File: src/hdl/hcd_pkg.sv
// Shared types, command codes and character constants for the chunked body decoder.
package hcd_pkg;

  localparam logic [1:0] CMD_DATA  = 2'd0;
  localparam logic [1:0] CMD_END   = 2'd1;
  localparam logic [1:0] CMD_START = 2'd2;

  localparam logic [7:0] CHAR_CR = 8'h0D;
  localparam logic [7:0] CHAR_LF = 8'h0A;

  localparam int unsigned LEN_W = 32;
  localparam logic [LEN_W-1:0] LEN_UNBOUNDED = '1;

  localparam logic [3:0] MAX_DIGITS = 4'd8;

  // Register indexes on the configuration port.
  localparam logic REG_CHUNKED_MODE   = 1'b0;
  localparam logic REG_CONTENT_LENGTH = 1'b1;

  typedef struct packed {
    logic [1:0] cmd;
    logic [7:0] data_byte;
  } in_item_t;

  typedef struct packed {
    logic       body_valid;
    logic [7:0] body_byte;
    logic       body_done;
    logic       protocol_error;
    logic       not_consumed;
  } out_item_t;

  typedef struct packed {
    logic             chunked_mode;
    logic [LEN_W-1:0] content_length;
  } cfg_t;

  typedef struct packed {
    logic       is_hex;
    logic [3:0] value;
  } hex_digit_t;

  function automatic hex_digit_t hex_decode(input logic [7:0] c);
    hex_digit_t h;
    h.is_hex = 1'b1;
    h.value  = 4'd0;
    if (c >= 8'h30 && c <= 8'h39) begin
      h.value = 4'(c - 8'h30);
    end else if (c >= 8'h61 && c <= 8'h66) begin
      h.value = 4'(c - 8'h57);
    end else if (c >= 8'h41 && c <= 8'h46) begin
      h.value = 4'(c - 8'h37);
    end else begin
      h.is_hex = 1'b0;
    end
    return h;
  endfunction

endpackage

File: src/hdl/hcd_parser.sv
// Body framing state and the per-byte decode step of the chunked body decoder.
module hcd_parser (
  input  logic               clk,
  input  logic               rst,
  input  logic               advance,
  input  hcd_pkg::in_item_t  item,
  input  hcd_pkg::cfg_t      cfg,
  output hcd_pkg::out_item_t result
);

  typedef enum logic [2:0] {
    PH_ENDED,
    PH_IDENT,
    PH_SIZE,
    PH_EXT,
    PH_DELIM,
    PH_DELIMLF,
    PH_DATA,
    PH_ERROR
  } phase_t;

  phase_t                     phase, phase_next;
  logic [hcd_pkg::LEN_W-1:0]  bytes_left, bytes_left_next;
  logic [hcd_pkg::LEN_W-1:0]  size_accum, size_accum_next;
  logic [3:0]                 digit_count, digit_count_next;
  logic                       unbounded_body, unbounded_body_next;

  hcd_pkg::hex_digit_t        hex;
  logic                       last_byte;

  assign hex       = hcd_pkg::hex_decode(item.data_byte);
  assign last_byte = (bytes_left == hcd_pkg::LEN_W'(1));

  always_comb begin
    phase_next          = phase;
    bytes_left_next     = bytes_left;
    size_accum_next     = size_accum;
    digit_count_next    = digit_count;
    unbounded_body_next = unbounded_body;
    result              = '0;

    case (item.cmd)
      hcd_pkg::CMD_START: begin
        bytes_left_next     = '0;
        size_accum_next     = '0;
        digit_count_next    = '0;
        unbounded_body_next = 1'b0;
        if (cfg.chunked_mode) begin
          phase_next = PH_SIZE;
        end else if (cfg.content_length == hcd_pkg::LEN_UNBOUNDED) begin
          unbounded_body_next = 1'b1;
          phase_next          = PH_IDENT;
        end else if (cfg.content_length == '0) begin
          phase_next       = PH_ENDED;
          result.body_done = 1'b1;
        end else begin
          bytes_left_next = cfg.content_length;
          phase_next      = PH_IDENT;
        end
      end

      hcd_pkg::CMD_END: begin
        if (phase == PH_IDENT && unbounded_body) begin
          phase_next       = PH_ENDED;
          result.body_done = 1'b1;
        end else if (phase != PH_ENDED && phase != PH_ERROR) begin
          phase_next            = PH_ERROR;
          result.protocol_error = 1'b1;
        end
      end

      hcd_pkg::CMD_DATA: begin
        case (phase)
          PH_IDENT: begin
            result.body_valid = 1'b1;
            result.body_byte  = item.data_byte;
            if (!unbounded_body) begin
              bytes_left_next = bytes_left - hcd_pkg::LEN_W'(1);
              if (last_byte) begin
                phase_next       = PH_ENDED;
                result.body_done = 1'b1;
              end
            end
          end

          PH_SIZE, PH_EXT: begin
            if (phase == PH_SIZE && hex.is_hex) begin
              if (digit_count >= hcd_pkg::MAX_DIGITS) begin
                phase_next            = PH_ERROR;
                result.protocol_error = 1'b1;
              end else begin
                size_accum_next  = {size_accum[hcd_pkg::LEN_W-5:0], hex.value};
                digit_count_next = digit_count + 4'd1;
              end
            end else if (item.data_byte == hcd_pkg::CHAR_LF) begin
              // Size line complete: zero size closes the body.
              if (size_accum == '0) begin
                phase_next       = PH_ENDED;
                result.body_done = 1'b1;
              end else begin
                bytes_left_next = size_accum;
                phase_next      = PH_DATA;
              end
            end else if (phase == PH_SIZE) begin
              phase_next = PH_EXT;
            end
          end

          PH_DELIM: begin
            if (item.data_byte == hcd_pkg::CHAR_CR) begin
              phase_next = PH_DELIMLF;
            end else if (item.data_byte == hcd_pkg::CHAR_LF) begin
              size_accum_next  = '0;
              digit_count_next = '0;
              phase_next       = PH_SIZE;
            end else begin
              phase_next            = PH_ERROR;
              result.protocol_error = 1'b1;
            end
          end

          PH_DELIMLF: begin
            if (item.data_byte == hcd_pkg::CHAR_LF) begin
              size_accum_next  = '0;
              digit_count_next = '0;
              phase_next       = PH_SIZE;
            end else begin
              phase_next            = PH_ERROR;
              result.protocol_error = 1'b1;
            end
          end

          PH_DATA: begin
            result.body_valid = 1'b1;
            result.body_byte  = item.data_byte;
            bytes_left_next   = bytes_left - hcd_pkg::LEN_W'(1);
            if (last_byte) begin
              phase_next = PH_DELIM;
            end
          end

          default: begin
            // No body open: hand the byte back.
            result.not_consumed = 1'b1;
          end
        endcase
      end

      default: begin
      end
    endcase
  end

  always_ff @(posedge clk) begin
    if (rst) begin
      phase          <= PH_ENDED;
      bytes_left     <= '0;
      size_accum     <= '0;
      digit_count    <= '0;
      unbounded_body <= 1'b0;
    end else if (advance) begin
      phase          <= phase_next;
      bytes_left     <= bytes_left_next;
      size_accum     <= size_accum_next;
      digit_count    <= digit_count_next;
      unbounded_body <= unbounded_body_next;
    end
  end

endmodule

File: src/hdl/http_body_chunked_decoder.sv
// HTTP message body decoder: identity length or chunked transfer coding, top level.
//
// One transaction on the stream side carries a command (data byte, end of input, or start
// of a new body) and a byte; every accepted transaction yields exactly one result
// transaction, carrying the body byte if any plus done, error and not-consumed flags.
// Sustained rate is one transaction per clock while the result side is not stalled: the
// framing state machine updates in the same edge that accepts the transaction, and the
// result lands in an output register backed by a one-entry skid register. The stream side
// is stalled only while the skid entry is occupied, so a result in the output register
// alone never blocks the next byte. The two configuration registers (chunked_mode at byte
// address 0, content_length at byte address 4) are written over the APB-style port and are
// sampled when a start command arrives; write them only while no transaction is in flight.
module http_body_chunked_decoder (
  input  logic                       clk,
  input  logic                       rst,

  input  logic                       stream_valid,
  output logic                       stream_stall,
  input  hcd_pkg::in_item_t          stream_item,

  output logic                       result_valid,
  input  logic                       result_stall,
  output hcd_pkg::out_item_t         result_item,

  input  logic                       psel,
  input  logic                       penable,
  input  logic                       pwrite,
  input  logic [2:0]                 paddr,
  input  logic [31:0]                pwdata,
  output logic [31:0]                prdata,
  output logic                       pready
);

  hcd_pkg::cfg_t      cfg;
  hcd_pkg::out_item_t step_result;
  hcd_pkg::out_item_t skid_item;
  logic               skid_valid;
  logic               accept;
  logic               out_free;
  logic               load_out_from_skid;
  logic               load_out_from_step;
  logic               load_skid;
  logic               reg_sel;

  // Configuration port: register index is the word address bit.
  assign pready  = 1'b1;
  assign reg_sel = paddr[2];

  always_ff @(posedge clk) begin
    if (rst) begin
      cfg.chunked_mode   <= 1'b0;
      cfg.content_length <= hcd_pkg::LEN_UNBOUNDED;
    end else if (psel && penable && pwrite && pready) begin
      case (reg_sel)
        hcd_pkg::REG_CHUNKED_MODE:   cfg.chunked_mode   <= pwdata[0];
        hcd_pkg::REG_CONTENT_LENGTH: cfg.content_length <= pwdata;
        default: begin
        end
      endcase
    end
  end

  always_comb begin
    case (reg_sel)
      hcd_pkg::REG_CHUNKED_MODE:   prdata = {31'd0, cfg.chunked_mode};
      hcd_pkg::REG_CONTENT_LENGTH: prdata = cfg.content_length;
      default:                     prdata = '0;
    endcase
  end

  // Stall the stream only while the skid entry holds a result.
  assign stream_stall = skid_valid;
  assign accept       = stream_valid && !stream_stall;

  hcd_parser u_parser (
    .clk    (clk),
    .rst    (rst),
    .advance(accept),
    .item   (stream_item),
    .cfg    (cfg),
    .result (step_result)
  );

  // Output slot frees when empty or when its transaction is taken this cycle.
  assign out_free           = !result_valid || !result_stall;
  assign load_out_from_skid = out_free && skid_valid;
  assign load_out_from_step = out_free && !skid_valid && accept;
  // Park a fresh result in the skid entry when the output slot is held.
  assign load_skid          = !out_free && accept;

  always_ff @(posedge clk) begin
    if (rst) begin
      result_valid <= 1'b0;
      skid_valid   <= 1'b0;
    end else begin
      if (out_free) begin
        result_valid <= skid_valid || accept;
        skid_valid   <= 1'b0;
      end else if (load_skid) begin
        skid_valid <= 1'b1;
      end
    end
  end

  always_ff @(posedge clk) begin
    if (load_out_from_skid) begin
      result_item <= skid_item;
    end else if (load_out_from_step) begin
      result_item <= step_result;
    end
    if (load_skid) begin
      skid_item <= step_result;
    end
  end

endmodule

File: config.mk
export PLATFORM = sky130hd
export DESIGN_NAME = http_body_chunked_decoder
export DESIGN_NICKNAME = d
export VERILOG_FILES = /design/src/hdl/hcd_pkg.sv /design/src/hdl/hcd_parser.sv /design/src/hdl/http_body_chunked_decoder.sv
export SDC_FILE = /design/constraint.sdc
export NUM_CORES = 1
export LEC_CHECK = 0
export ABC_CLOCK_PERIOD_IN_PS = 4300
export BUFFER_PORTS_ARGS = -buffer_cell sky130_fd_sc_hd__buf_2
export CAP_MARGIN = 20
export CORE_ASPECT_RATIO = 0.75
export CORE_MARGIN = 1
export CORE_UTILIZATION = 50
export DETAILED_ROUTE_END_ITERATION = 12
export GPL_TIMING_DRIVEN = 1
export PLACE_DENSITY = 0.8
export SYNTH_ARGS = -nofsm -noshare
export SYNTH_HDL_FRONTEND = slang
export SYNTH_SLANG_ARGS = --single-unit
File: constraint.sdc
create_clock -name clk -period 4.3 [get_ports clk]
set_input_delay 0 -clock clk [delete_from_list [all_inputs] [get_ports clk]]
set_output_delay 0 -clock clk [all_outputs]
set_load 0.02 [all_outputs]
==> results of run 1 <==
-- what timing repair did --
action                    4_1_cts  5_1_grt
hold endpoints to repair       39        0
gates resized for setup         0        0
hold buffers                   39        0
-- metrics by stage --
stage	hold WS (ns)	worst slack, ns	cell area (um^2)	cells
6_report	0.009703	1.072	8848	1187
5_1_grt	0.04394	0.8564	8848	1187
4_1_cts	0.007175	1.130	8813	1185
3_5_place_dp	0.2127	1.180	7841	1114
3_3_place_gp	0.2097	1.247	7826	1113
2_1_floorplan	0.1211	2.034	7296	880
-- power by group through the flow --
stage	clock, mW	sequential, mW	combinational [mW]
finish	1.44	1.36	0.643
detailed placement	0	1.38	0.588
global route	1.49	1.37	0.698
CTS	1.44	1.36	0.621
floorplan	0	1.37	0.441
global placement	0	1.38	0.580
-- synthesized netlist by cell type (11+ instances only) --
| cell | n |
|---|---|
| nand2_1 | 132 |
| dfxtp_1 | 107 |
| o21ai_0 | 72 |
| clkbuf_1 | 58 |
| nor2_1 | 48 |
| and2_1 | 36 |
| nand3b_1 | 35 |
| nand4b_1 | 35 |
| inv_1 | 29 |
| a21oi_1 | 28 |
| nor3_1 | 27 |
| nor4_1 | 27 |
| edfxtp_1 | 24 |
| a221oi_1 | 15 |
| a22oi_1 | 15 |
| nand4_1 | 14 |
| mux2_2 | 13 |
| o32ai_1 | 13 |
| o31ai_1 | 12 |
| and3_1 | 11 |
-- critical path, cell delays in order, from the launching register on --
cell,delay [ns]
dfxtp_1,0.59
or3b_2,0.54
o21a_1,0.24
o31ai_1,0.38
o21a_1,0.52
nand2b_1,0.54
o21ai_0,0.33
-- final cells by class --
type / instances / area share, %
well taps: 195 / 2.757
clock buffers: 18 / 4.963
clock inverters: 14 / 1.612
multi-input cells: 651 / 45.72
repair buffers: 149 / 11.37
flip-flops and latches: 131 / 32.35
inverters: 29 / 1.230
-- cell families after synthesis --
| family | Yosys count | share of synthesized area, % |
|---|---|---|
| AND/OR/NAND/NOR | 418 | 32.09 |
| AO/OA/AOI/OAI | 200 | 18.21 |
| flip-flops | 131 | 39.24 |
| buffers and inverters | 98 | 5.591 |
| multiplexers | 14 | 2.144 |
| adder cells (fa/ha/maj) | 10 | 1.715 |
| XOR/XNOR | 8 | 0.9603 |
| other | 1 | 0.05140 |
-- registers in the layout, summed over array words and instances, names as in the netlist, 3 cells and up --
register	count
u_parser.phase	3
u_parser.digit_count	4
u_parser.bytes_left	32
skid_item	12
u_parser.size_accum	32
result_item	12
cfg	33
-- per-layer routing --
layer | vias up | global-route usage (%) | share of wire [%]
met5 | - | 0 | 0
met4 | 0 | 8.218 | 1.3
met3 | 27 | 7.369 | 10
met2 | 396 | 42.19 | 42
met1 | 3476 | 43.99 | 46
li1 | 3447 | - | -
-- worst max path at each step --
stage	from	end	slack [ns]	depth (start not counted)
after floorplan	u_parser.bytes_left[2]$_SDFFE_PP0P_	u_parser.bytes_left[30]$_SDFFE_PP0P_	2.03	7
after global placement	u_parser.phase[0]$_SDFFE_PP0P_	u_parser.bytes_left[17]$_SDFFE_PP0P_	1.25	6
after detailed placement	u_parser.phase[0]$_SDFFE_PP0P_	u_parser.bytes_left[11]$_SDFFE_PP0P_	1.18	6
after CTS	u_parser.phase[0]$_SDFFE_PP0P_	u_parser.bytes_left[11]$_SDFFE_PP0P_	1.13	6
after global routing	u_parser.phase[0]$_SDFFE_PP0P_	u_parser.bytes_left[11]$_SDFFE_PP0P_	0.86	6
final	u_parser.phase[0]$_SDFFE_PP0P_	u_parser.bytes_left[11]$_SDFFE_PP0P_	1.07	6
==> flow_metrics.env, run 1 <==
export IMPL_period_share_pct=75.08
export IMPL_multi_input_area_um2=4045
export IMPL_antenna_left=0
export IMPL_cp_max_fo=18
export IMPL_r2r_worst_path_cells=6
export IMPL_regToRegSetupSlack_ns=1.07
export IMPL_die_w_um=141.5
export IMPL_drv_slew=0
export IMPL_synth_top_area_share_pct=29.36
export IMPL_rsz0062_at_grt="false"
export IMPL_synthCells=880
export IMPL_htree_levels=4
export IMPL_p_int_mw=2.387
export IMPL_drc=0
export IMPL_swShare_pct=30.56
export IMPL_synth_top_area_cell="dfxtp_1"
export IMPL_tightest_slew_ns=1.072
export IMPL_clockBufferDepth=2
export IMPL_critical_path_class="flip-flop to flip-flop"
export IMPL_drive_gt1_share_pct=17.34
export IMPL_syn_area_um2=7296
export IMPL_ys_seq_area_share_pct=39.24
export IMPL_num_rows=37
export IMPL_finalHoldViolCount=0
export IMPL_vias=7346
export IMPL_io_buffers=95
export IMPL_syn_to_final_growth_pct=21.28
export IMPL_dp_hpwl_mm=13.81
export IMPL_drt_total_wl_mm=21.55
export IMPL_timing_fmax_mhz=309.8
export IMPL_antenna_found_initial=0
export IMPL_switchingPower_mw=1.051
export IMPL_peakVddDrop_v=0.0002933
export IMPL_finalPower_mw=3.438
export IMPL_grt_pass1_vias=6612
export IMPL_pwr_share_seq_pct=39.5
export IMPL_cts_tree="done"
export IMPL_clock_skew_ns=0.01221
export IMPL_path_clk_slew_ns=0.06
export IMPL_synth_cell_types=71
export IMPL_ys_async_sr_fraction_pct=0
export IMPL_pwr_share_clk_pct=41.8
export IMPL_pin_count=99
export IMPL_fin_crit_ns=3.228
export IMPL_hold_depth=5
export IMPL_drtIter0Drc=949
export IMPL_die_h_um=106.6
export IMPL_critPathLaunchType="flip-flop"
export IMPL_leakagePower_nw=3.458
export IMPL_numCtsBuffers=17
export IMPL_core_area_um2=13980
export IMPL_clock_latency_ns=0.42
export IMPL_hold_class="input pin to flip-flop"
export IMPL_hold_start="penable"
export IMPL_place_gp_congestion=0.9173
export IMPL_cts_setup_buffers=0
export IMPL_grt_overflow_total=0
export IMPL_critPathArrivalTime_ns=3.56
export IMPL_synth_warnings=0
export IMPL_initial_core_util_pct=52.18
export IMPL_synth_ff_type="dfxtp_1"
export IMPL_fin_tns_setup_ns=0
export IMPL_ys_seq_elements=131
export IMPL_cts_sinks=131
export IMPL_max_slew_margin_pct=28.02
export IMPL_synth_fp_nets=942
export IMPL_layout_common_cells="132 x nand2_1, 107 x dfxtp_1, 95 x buf_2"
export IMPL_drt_pass1_iterations=7
export IMPL_synthTopCellsByArea="dfxtp_1 29%, edfxtp_1 9.9%, nand2_1 6.8%, o21ai_0 4.9%, nand4b_1 4.2%"
export IMPL_grt_max_degree=84
export IMPL_n_antenna_cell=0
export IMPL_cap_violations=0
export IMPL_postLayoutCoreUtil_pct=63.29
export IMPL_cp_required_ns=4.63
export IMPL_final_common_cell="nand2_1"
export IMPL_layout_nets=1041
export IMPL_r2r_end="u_parser.bytes_left[11]$_SDFFE_PP0P_"
export IMPL_die_area_um2=15080
export IMPL_grt_pass1_wl_mm=35.29
export IMPL_synth_edf_count=24
export IMPL_wl_per_cell_um=18.15
export IMPL_syn_mean_instance_area_um2=8.291
export IMPL_reg2reg_from="u_parser.phase[0]$_SDFFE_PP0P_"
export IMPL_combPwrFrac_pct=18.7
export IMPL_hold_end="cfg[32]$_SDFFE_PP0P_"
export IMPL_run_status="complete, no violations"
export IMPL_grt_total_usage_pct=29.62
export IMPL_setup_viol=0
export IMPL_power_density_nw_per_um2=388.5
export IMPL_cp_end_kind="flip-flop"
export IMPL_fillerInstances=1155
export IMPL_regArea_um2=2863
export IMPL_clockRootBuffer="clkbuf_16"
export IMPL_viasPerCell=6.189
(Power assumes the default switching activity.)
==> inputs of run 2 (changes only) <==
- ABC_CLOCK_PERIOD_IN_PS: 4300 -> 3050
- clock period: 4.3 -> 3.05 ns (I/O delays scaled with it)
==> flow_metrics.env, run 2 (synthesis gave the netlist of run 1 again) <==
export IMPL_critPathBufInv=2
export IMPL_final_common_cell="nand2_1"
export IMPL_timing_critical_path_cells="buf_4 > or3b_2 > nor2_1 > o21ai_0 > a2111o_1 > and2_1 > buf_4 > o21ai_0"
export IMPL_finalHoldViolCount=0
export IMPL_startpoint="u_parser.phase[0]$_SDFFE_PP0P_"
export IMPL_wl_met2_mm=9.945
export IMPL_postLayoutCoreUtil_pct=64.13
export IMPL_clockBufferDepth=2
export IMPL_fin_tns_setup_ns=0
export IMPL_top_register="cfg"
export IMPL_die_area_um2=15080
export IMPL_wl_per_cell_um=18.72
export IMPL_drtIter0Drc=971
export IMPL_cts_tree="done"
export IMPL_die_h_um=106.6
export IMPL_grt_max_degree=69
export IMPL_drt_total_wl_mm=22.42
export IMPL_num_rows=37
export IMPL_viasPerCell=6.211
export IMPL_hold_class="input pin to flip-flop"
export IMPL_top_layer="met4"
export IMPL_antenna_found_initial=0
export IMPL_cts_sinks=131
export IMPL_grt_pass1_wl_mm=35.94
export IMPL_syn_to_final_growth_pct=22.89
export IMPL_fin_crit_ns=2.868
export IMPL_timing_fmax_mhz=348.7
export IMPL_clockRootBuffer="clkbuf_16"
export IMPL_power_density_nw_per_um2=562.2
export IMPL_vias=7441
export IMPL_period_share_pct=94.03
export IMPL_leakagePower_nw=3.523
export IMPL_critPathSlowestCell="a2111o_1"
export IMPL_htree_levels=4
export IMPL_r2r_end="u_parser.size_accum[13]$_SDFFE_PP0P_"
export IMPL_fillerInstances=1136
export IMPL_critical_path_class="flip-flop to flip-flop"
export IMPL_critPathArrivalTime_ns=3.21
export IMPL_cts_setup_buffers=0
export IMPL_run_status="complete, no violations"
export IMPL_place_gp_congestion=0.9327
export IMPL_routedLengthMet1_mm=9.662
export IMPL_path_clk_slew_ns=0.06
export IMPL_critPathLaunchType="flip-flop"
export IMPL_grt_overflow_total=0
export IMPL_met3_length_mm=2.453
export IMPL_peakVddDrop_v=0.0003918
export IMPL_reg2reg_from="u_parser.phase[0]$_SDFFE_PP0P_"
export IMPL_layout_nets=1051
export IMPL_cap_violations=0
export IMPL_drt_pass1_iterations=6
export IMPL_r2r_worst_path_cells=8
export IMPL_drc=0
export IMPL_regToRegSetupSlack_ns=0.18
export IMPL_grt_total_usage_pct=30.30
export IMPL_drv_slew=0
export IMPL_clock_skew_ns=0.01328
export IMPL_cp_depth=8
export IMPL_crit_family="simple AND/OR/NAND/NOR gates"
export IMPL_layout_common_cells="132 x nand2_1, 106 x dfxtp_1, 95 x buf_2"
export IMPL_cp_max_fo=23
export IMPL_largest_reg_flops=33
export IMPL_core_area_um2=13980
export IMPL_pin_count=99
export IMPL_drive_gt1_share_pct=18.16
export IMPL_numCtsBuffers=17
export IMPL_io_buffers=95
export IMPL_cp_end_kind="flip-flop"
export IMPL_grt_pass1_vias=6939
export IMPL_reg_top3="cfg: 33 flops, u_parser.bytes_left: 32 flops, u_parser.size_accum: 32 flops"
export IMPL_die_w_um=141.5
export IMPL_finalPower_mw=5.041
export IMPL_max_slew_margin_pct=28.87
export IMPL_endpoint="u_parser.size_accum[13]$_SDFFE_PP0P_"
export IMPL_dp_hpwl_mm=14.13
export IMPL_setup_viol=0
export IMPL_antenna_left=0
export IMPL_tightest_slew_ns=1.059
export IMPL_initial_core_util_pct=52.18
export IMPL_rsz0062_at_grt="false"
export IMPL_clock_latency_ns=0.43
export IMPL_cp_required_ns=3.39
export IMPL_cpPeakStageDelay_ns=0.51
-- run 2: routing by layer --
metal  up-vias  global-route usage, %
li1       3457                      -
met1      3498                  41.78
met2       448                  46.85
met3        38                  7.235
met4         0                  9.601
met5         -                      0
-- run 2: worst reg2reg max path, stage by stage, from the launching register on --
cell and delay (ns):
dfxtp_1 0.40, buf_4 0.19, or3b_2 0.49, nor2_1 0.11
o21ai_0 0.15, a2111o_1 0.51, and2_1 0.44, buf_4 0.32
o21ai_0 0.18
-- run 2: worst min-delay path by stage --
stage | to | start | slack, ns | cells after the start
2_1_floorplan | cfg[0]$_SDFFE_PP1P_ | pwdata[0] | 0.12 | 2
3_3_place_gp | cfg[1]$_SDFFE_PP1P_ | pwdata[1] | 0.21 | 3
3_5_place_dp | cfg[31]$_SDFFE_PP1P_ | pwdata[31] | 0.21 | 3
4_1_cts | cfg[32]$_SDFFE_PP0P_ | penable | 0.01 | 5
5_1_grt | u_parser.size_accum[1]$_SDFFE_PP0P_ | stream_item[1] | 0.03 | 3
6_report | u_parser.size_accum[1]$_SDFFE_PP0P_ | stream_item[1] | 0.01 | 3
-- run 2: final cells by class --
cell class / instances / area (um^2) / area share, %
Antenna cell: 1 / 2.502 / 0.02791
Inverter: 29 / 108.9 / 1.214
Clock buffer: 19 / 475.5 / 5.303
Timing Repair Buffer: 159 / 1069 / 11.92
Sequential cell: 131 / 2864 / 31.94
Tap cell: 195 / 244.0 / 2.721
Multi-Input combinational cell: 651 / 4045 / 45.12
Clock inverter: 13 / 157.7 / 1.758
-- run 2: where the power goes --
part           internal (mW)  leakage (nW)  switching [mW]  total [mW]
clock network           1.33         0.309           0.865        2.19
registers               1.84          1.10          0.0812        1.92
logic                  0.374          2.12           0.555       0.930
total                   3.54          3.52            1.50        5.04
-- run 2: repair_timing --
item                                    in CTS  in global routing
hold endpoints to repair                    40                  0
hold buffers                                40                  0
endpoints found under the setup margin       0                  1
resized for setup                            0                  1
-- run 2: metrics by stage --
step,hold slack (ns),instance area (um^2),cells,worst slack [ns]
floorplan,0.1211,7296,880,0.7838
global placement,0.2117,7901,1123,0.3291
detailed placement,0.2116,7901,1123,0.3137
CTS,0.01154,8935,1195,0.2689
global route,0.02549,8964,1197,0.02266
finish,0.01329,8966,1198,0.1821
==> inputs of run 3 (changes only) <==
- SYNTH_HIERARCHICAL: not set -> 1
==> flow_metrics.env, run 3 <==
export IMPL_cts_setup_buffers=0
export IMPL_largest_reg_flops=33
export IMPL_cp_required_ns=3.34
export IMPL_regToRegSetupSlack_ns=0.23
export IMPL_path_clk_slew_ns=0.06
export IMPL_layout_nets=997
export IMPL_clockRootBuffer="clkbuf_16"
export IMPL_netlist_top_cells_count="134 x nor2_1, 107 x dfxtp_1, 62 x mux2i_1"
export IMPL_synthTopCellsByArea="dfxtp_1 30%, edfxtp_1 10%, mux2i_1 8.6%, nor2_1 7.0%, and2_1 3.4%"
export IMPL_synth_ff_type="dfxtp_1"
export IMPL_syn_area_um2=7223
export IMPL_antenna_left=0
export IMPL_antenna_found_initial=0
export IMPL_timing_fmax_mhz=355.0
export IMPL_wl_per_cell_um=17.89
export IMPL_drtIter0Drc=785
export IMPL_syn_to_final_growth_pct=21.64
export IMPL_finalHoldViolCount=0
export IMPL_dp_cells=1049
export IMPL_cap_violations=0
export IMPL_critPathLaunchType="flip-flop"
export IMPL_reg_top3="cfg: 33 flops, u_parser/bytes_left: 32 flops, u_parser/size_accum: 32 flops"
export IMPL_core_area_um2=13890
export IMPL_r2r_end="u_parser/bytes_left[7]$_SDFFE_PP0P_"
export IMPL_reg2reg_from="cfg[31]$_SDFFE_PP1P_"
export IMPL_timing_critical_path_cells="nand4_1 > nor4_1 > a211oi_1 > nor2b_1 > buf_4 > a221oi_1 > nor3_1"
export IMPL_cp_max_fo=15
export IMPL_postLayoutCoreUtil_pct=63.26
export IMPL_final_common_cell="nor2_1"
export IMPL_clockBufferDepth=2
export IMPL_critPathArrivalTime_ns=3.11
export IMPL_drt_pass1_iterations=5
export IMPL_cts_sinks=131
export IMPL_postCtsHoldBufs=44
export IMPL_layout_common_cells="134 x nor2_1, 107 x dfxtp_1, 94 x buf_2"
export IMPL_drv_slew=0
export IMPL_final_cells=1125
export IMPL_setup_viol=0
export IMPL_hold_depth=2
export IMPL_die_area_um2=14940
export IMPL_die_w_um=140.8
export IMPL_synth_edf_count=24
export IMPL_place_gp_congestion=0.9396
export IMPL_clock_skew_ns=0.009618
export IMPL_drive_gt1_share_pct=20.21
export IMPL_dp_hpwl_mm=12.97
export IMPL_synth_most_common_cell="nor2_1"
export IMPL_period_share_pct=92.35
export IMPL_syn_mean_instance_area_um2=8.896
export IMPL_ys_async_sr_fraction_pct=0
export IMPL_htree_levels=4
export IMPL_synth_warnings=6
export IMPL_drt_total_wl_mm=20.12
export IMPL_grt_total_usage_pct=27.68
export IMPL_grt_overflow_total=0
export IMPL_synth_cell_types=83
export IMPL_ys_seq_elements=131
export IMPL_hold_ws_ns=0.05927
export IMPL_clock_latency_ns=0.42
export IMPL_cts_tree="done"
export IMPL_die_h_um=106.1
export IMPL_run_status="complete, no violations"
export IMPL_max_slew_margin_pct=33.66
export IMPL_pin_count=99
export IMPL_synth_top_area_share_pct=29.66
export IMPL_grt_pass1_vias=6497
export IMPL_synth_fp_nets=872
export IMPL_r2r_worst_path_cells=7
export IMPL_peakVddDrop_v=0.0002722
export IMPL_cp_end_kind="flip-flop"
export IMPL_rsz0062_at_grt="false"
export IMPL_synth_top_area_cell="dfxtp_1"
export IMPL_grt_max_degree=61
export IMPL_viasPerCell=6.037
export IMPL_top_register="cfg"
export IMPL_drc=0
export IMPL_numCtsBuffers=17
export IMPL_fin_crit_ns=2.817
export IMPL_num_rows=37
export IMPL_tightest_slew_ns=0.9952
export IMPL_ys_seq_area_share_pct=39.63
export IMPL_hold_class="input pin to flip-flop"
export IMPL_critPathSlowestCell="nor4_1"
export IMPL_grt_pass1_wl_mm=32.51
export IMPL_io_buffers=95
export IMPL_cts_resized_gates=0
export IMPL_synthCells=812
export IMPL_initial_core_util_pct=52.01
export IMPL_hold_end="skid_item[6]$_DFFE_PP_"
export IMPL_cpPeakStageDelay_ns=0.72
export IMPL_hold_start="stream_item[3]"
export IMPL_vias=6792
export IMPL_leakagePower_nw=3.551
export IMPL_fin_tns_setup_ns=0
export IMPL_power_density_nw_per_um2=549.2
export IMPL_n_antenna_cell=0
export IMPL_critical_path_class="flip-flop to flip-flop"
==> run 3: power breakdown <==
| part | total, mW | switching, mW | internal [mW] |
|---|---|---|---|
| clock | 2.04 | 0.847 | 1.19 |
| combinational | 0.887 | 0.527 | 0.361 |
| sequential | 1.90 | 0.0710 | 1.83 |
==> run 3: kinds of logic after synthesis <==
logic type	share of synthesized area [%]
adder cells (fa/ha/maj)	1.386
buffers and inverters	6.080
XOR/XNOR	1.213
AO/OA/AOI/OAI	16.21
other	0.05192
AND/OR/NAND/NOR	24.81
multiplexers	10.62
flip-flops	39.63
==> run 3: routing by layer <==
metal	GRT usage, %	up-vias	routed length [um]	part of all wire [%]
met2	43.57	364	9081	45
met5	0	-	0	0
li1	-	3208	-	-
met4	9.317	0	333	1.7
met3	6.441	34	1835	9.1
met1	37.33	3186	8873	44
==> run 3: how the worst max path moves through the flow <==
stage                                              start                                    to  depth (start not counted)
floorplan           u_parser/bytes_left[26]$_SDFFE_PP0P_              result_item[2]$_DFFE_PP_                          7
global placement                    cfg[31]$_SDFFE_PP1P_   u_parser/bytes_left[1]$_SDFFE_PP0P_                          7
detailed placement                  cfg[31]$_SDFFE_PP1P_   u_parser/bytes_left[1]$_SDFFE_PP0P_                          7
CTS                                       stream_item[1]  u_parser/size_accum[23]$_SDFFE_PP0P_                         10
global route                              stream_item[1]  u_parser/size_accum[29]$_SDFFE_PP0P_                         11
finish                              cfg[31]$_SDFFE_PP1P_   u_parser/bytes_left[7]$_SDFFE_PP0P_                          7
==> run 3: cell type report <==
class                   count  area, um^2
inverters                  22       82.58
flip-flops and latches    131        2863
clock inverters            14       138.9
repair buffers            163        1099
clock buffers              18       450.4
fillers                  1127        5102
multi-input cells         602        3934
well taps                 175       219.0
==> run 3: critical path: cells and delay by family, from the launching register on <==
family | cells | cell delay [ns]
buffers and inverters | 1 | 0.21
AOI/OAI and AO/OA | 2 | 0.77
DFF | 1 | 0.49
and+or+nand+nor | 4 | 1.21
==> run 3: through the flow <==
stage / setup WS, ns / area, um^2 / power, mW
final: 0.2333 / 8786 / 4.826
after global routing: 0.1306 / 8786 / 5.001
after CTS: 0.3553 / 8786 / 4.808
after detailed placement: 0.4463 / 7756 / 2.739
after global placement: 0.4878 / 7756 / 2.725
after floorplan: 0.7667 / 7223 / 2.511
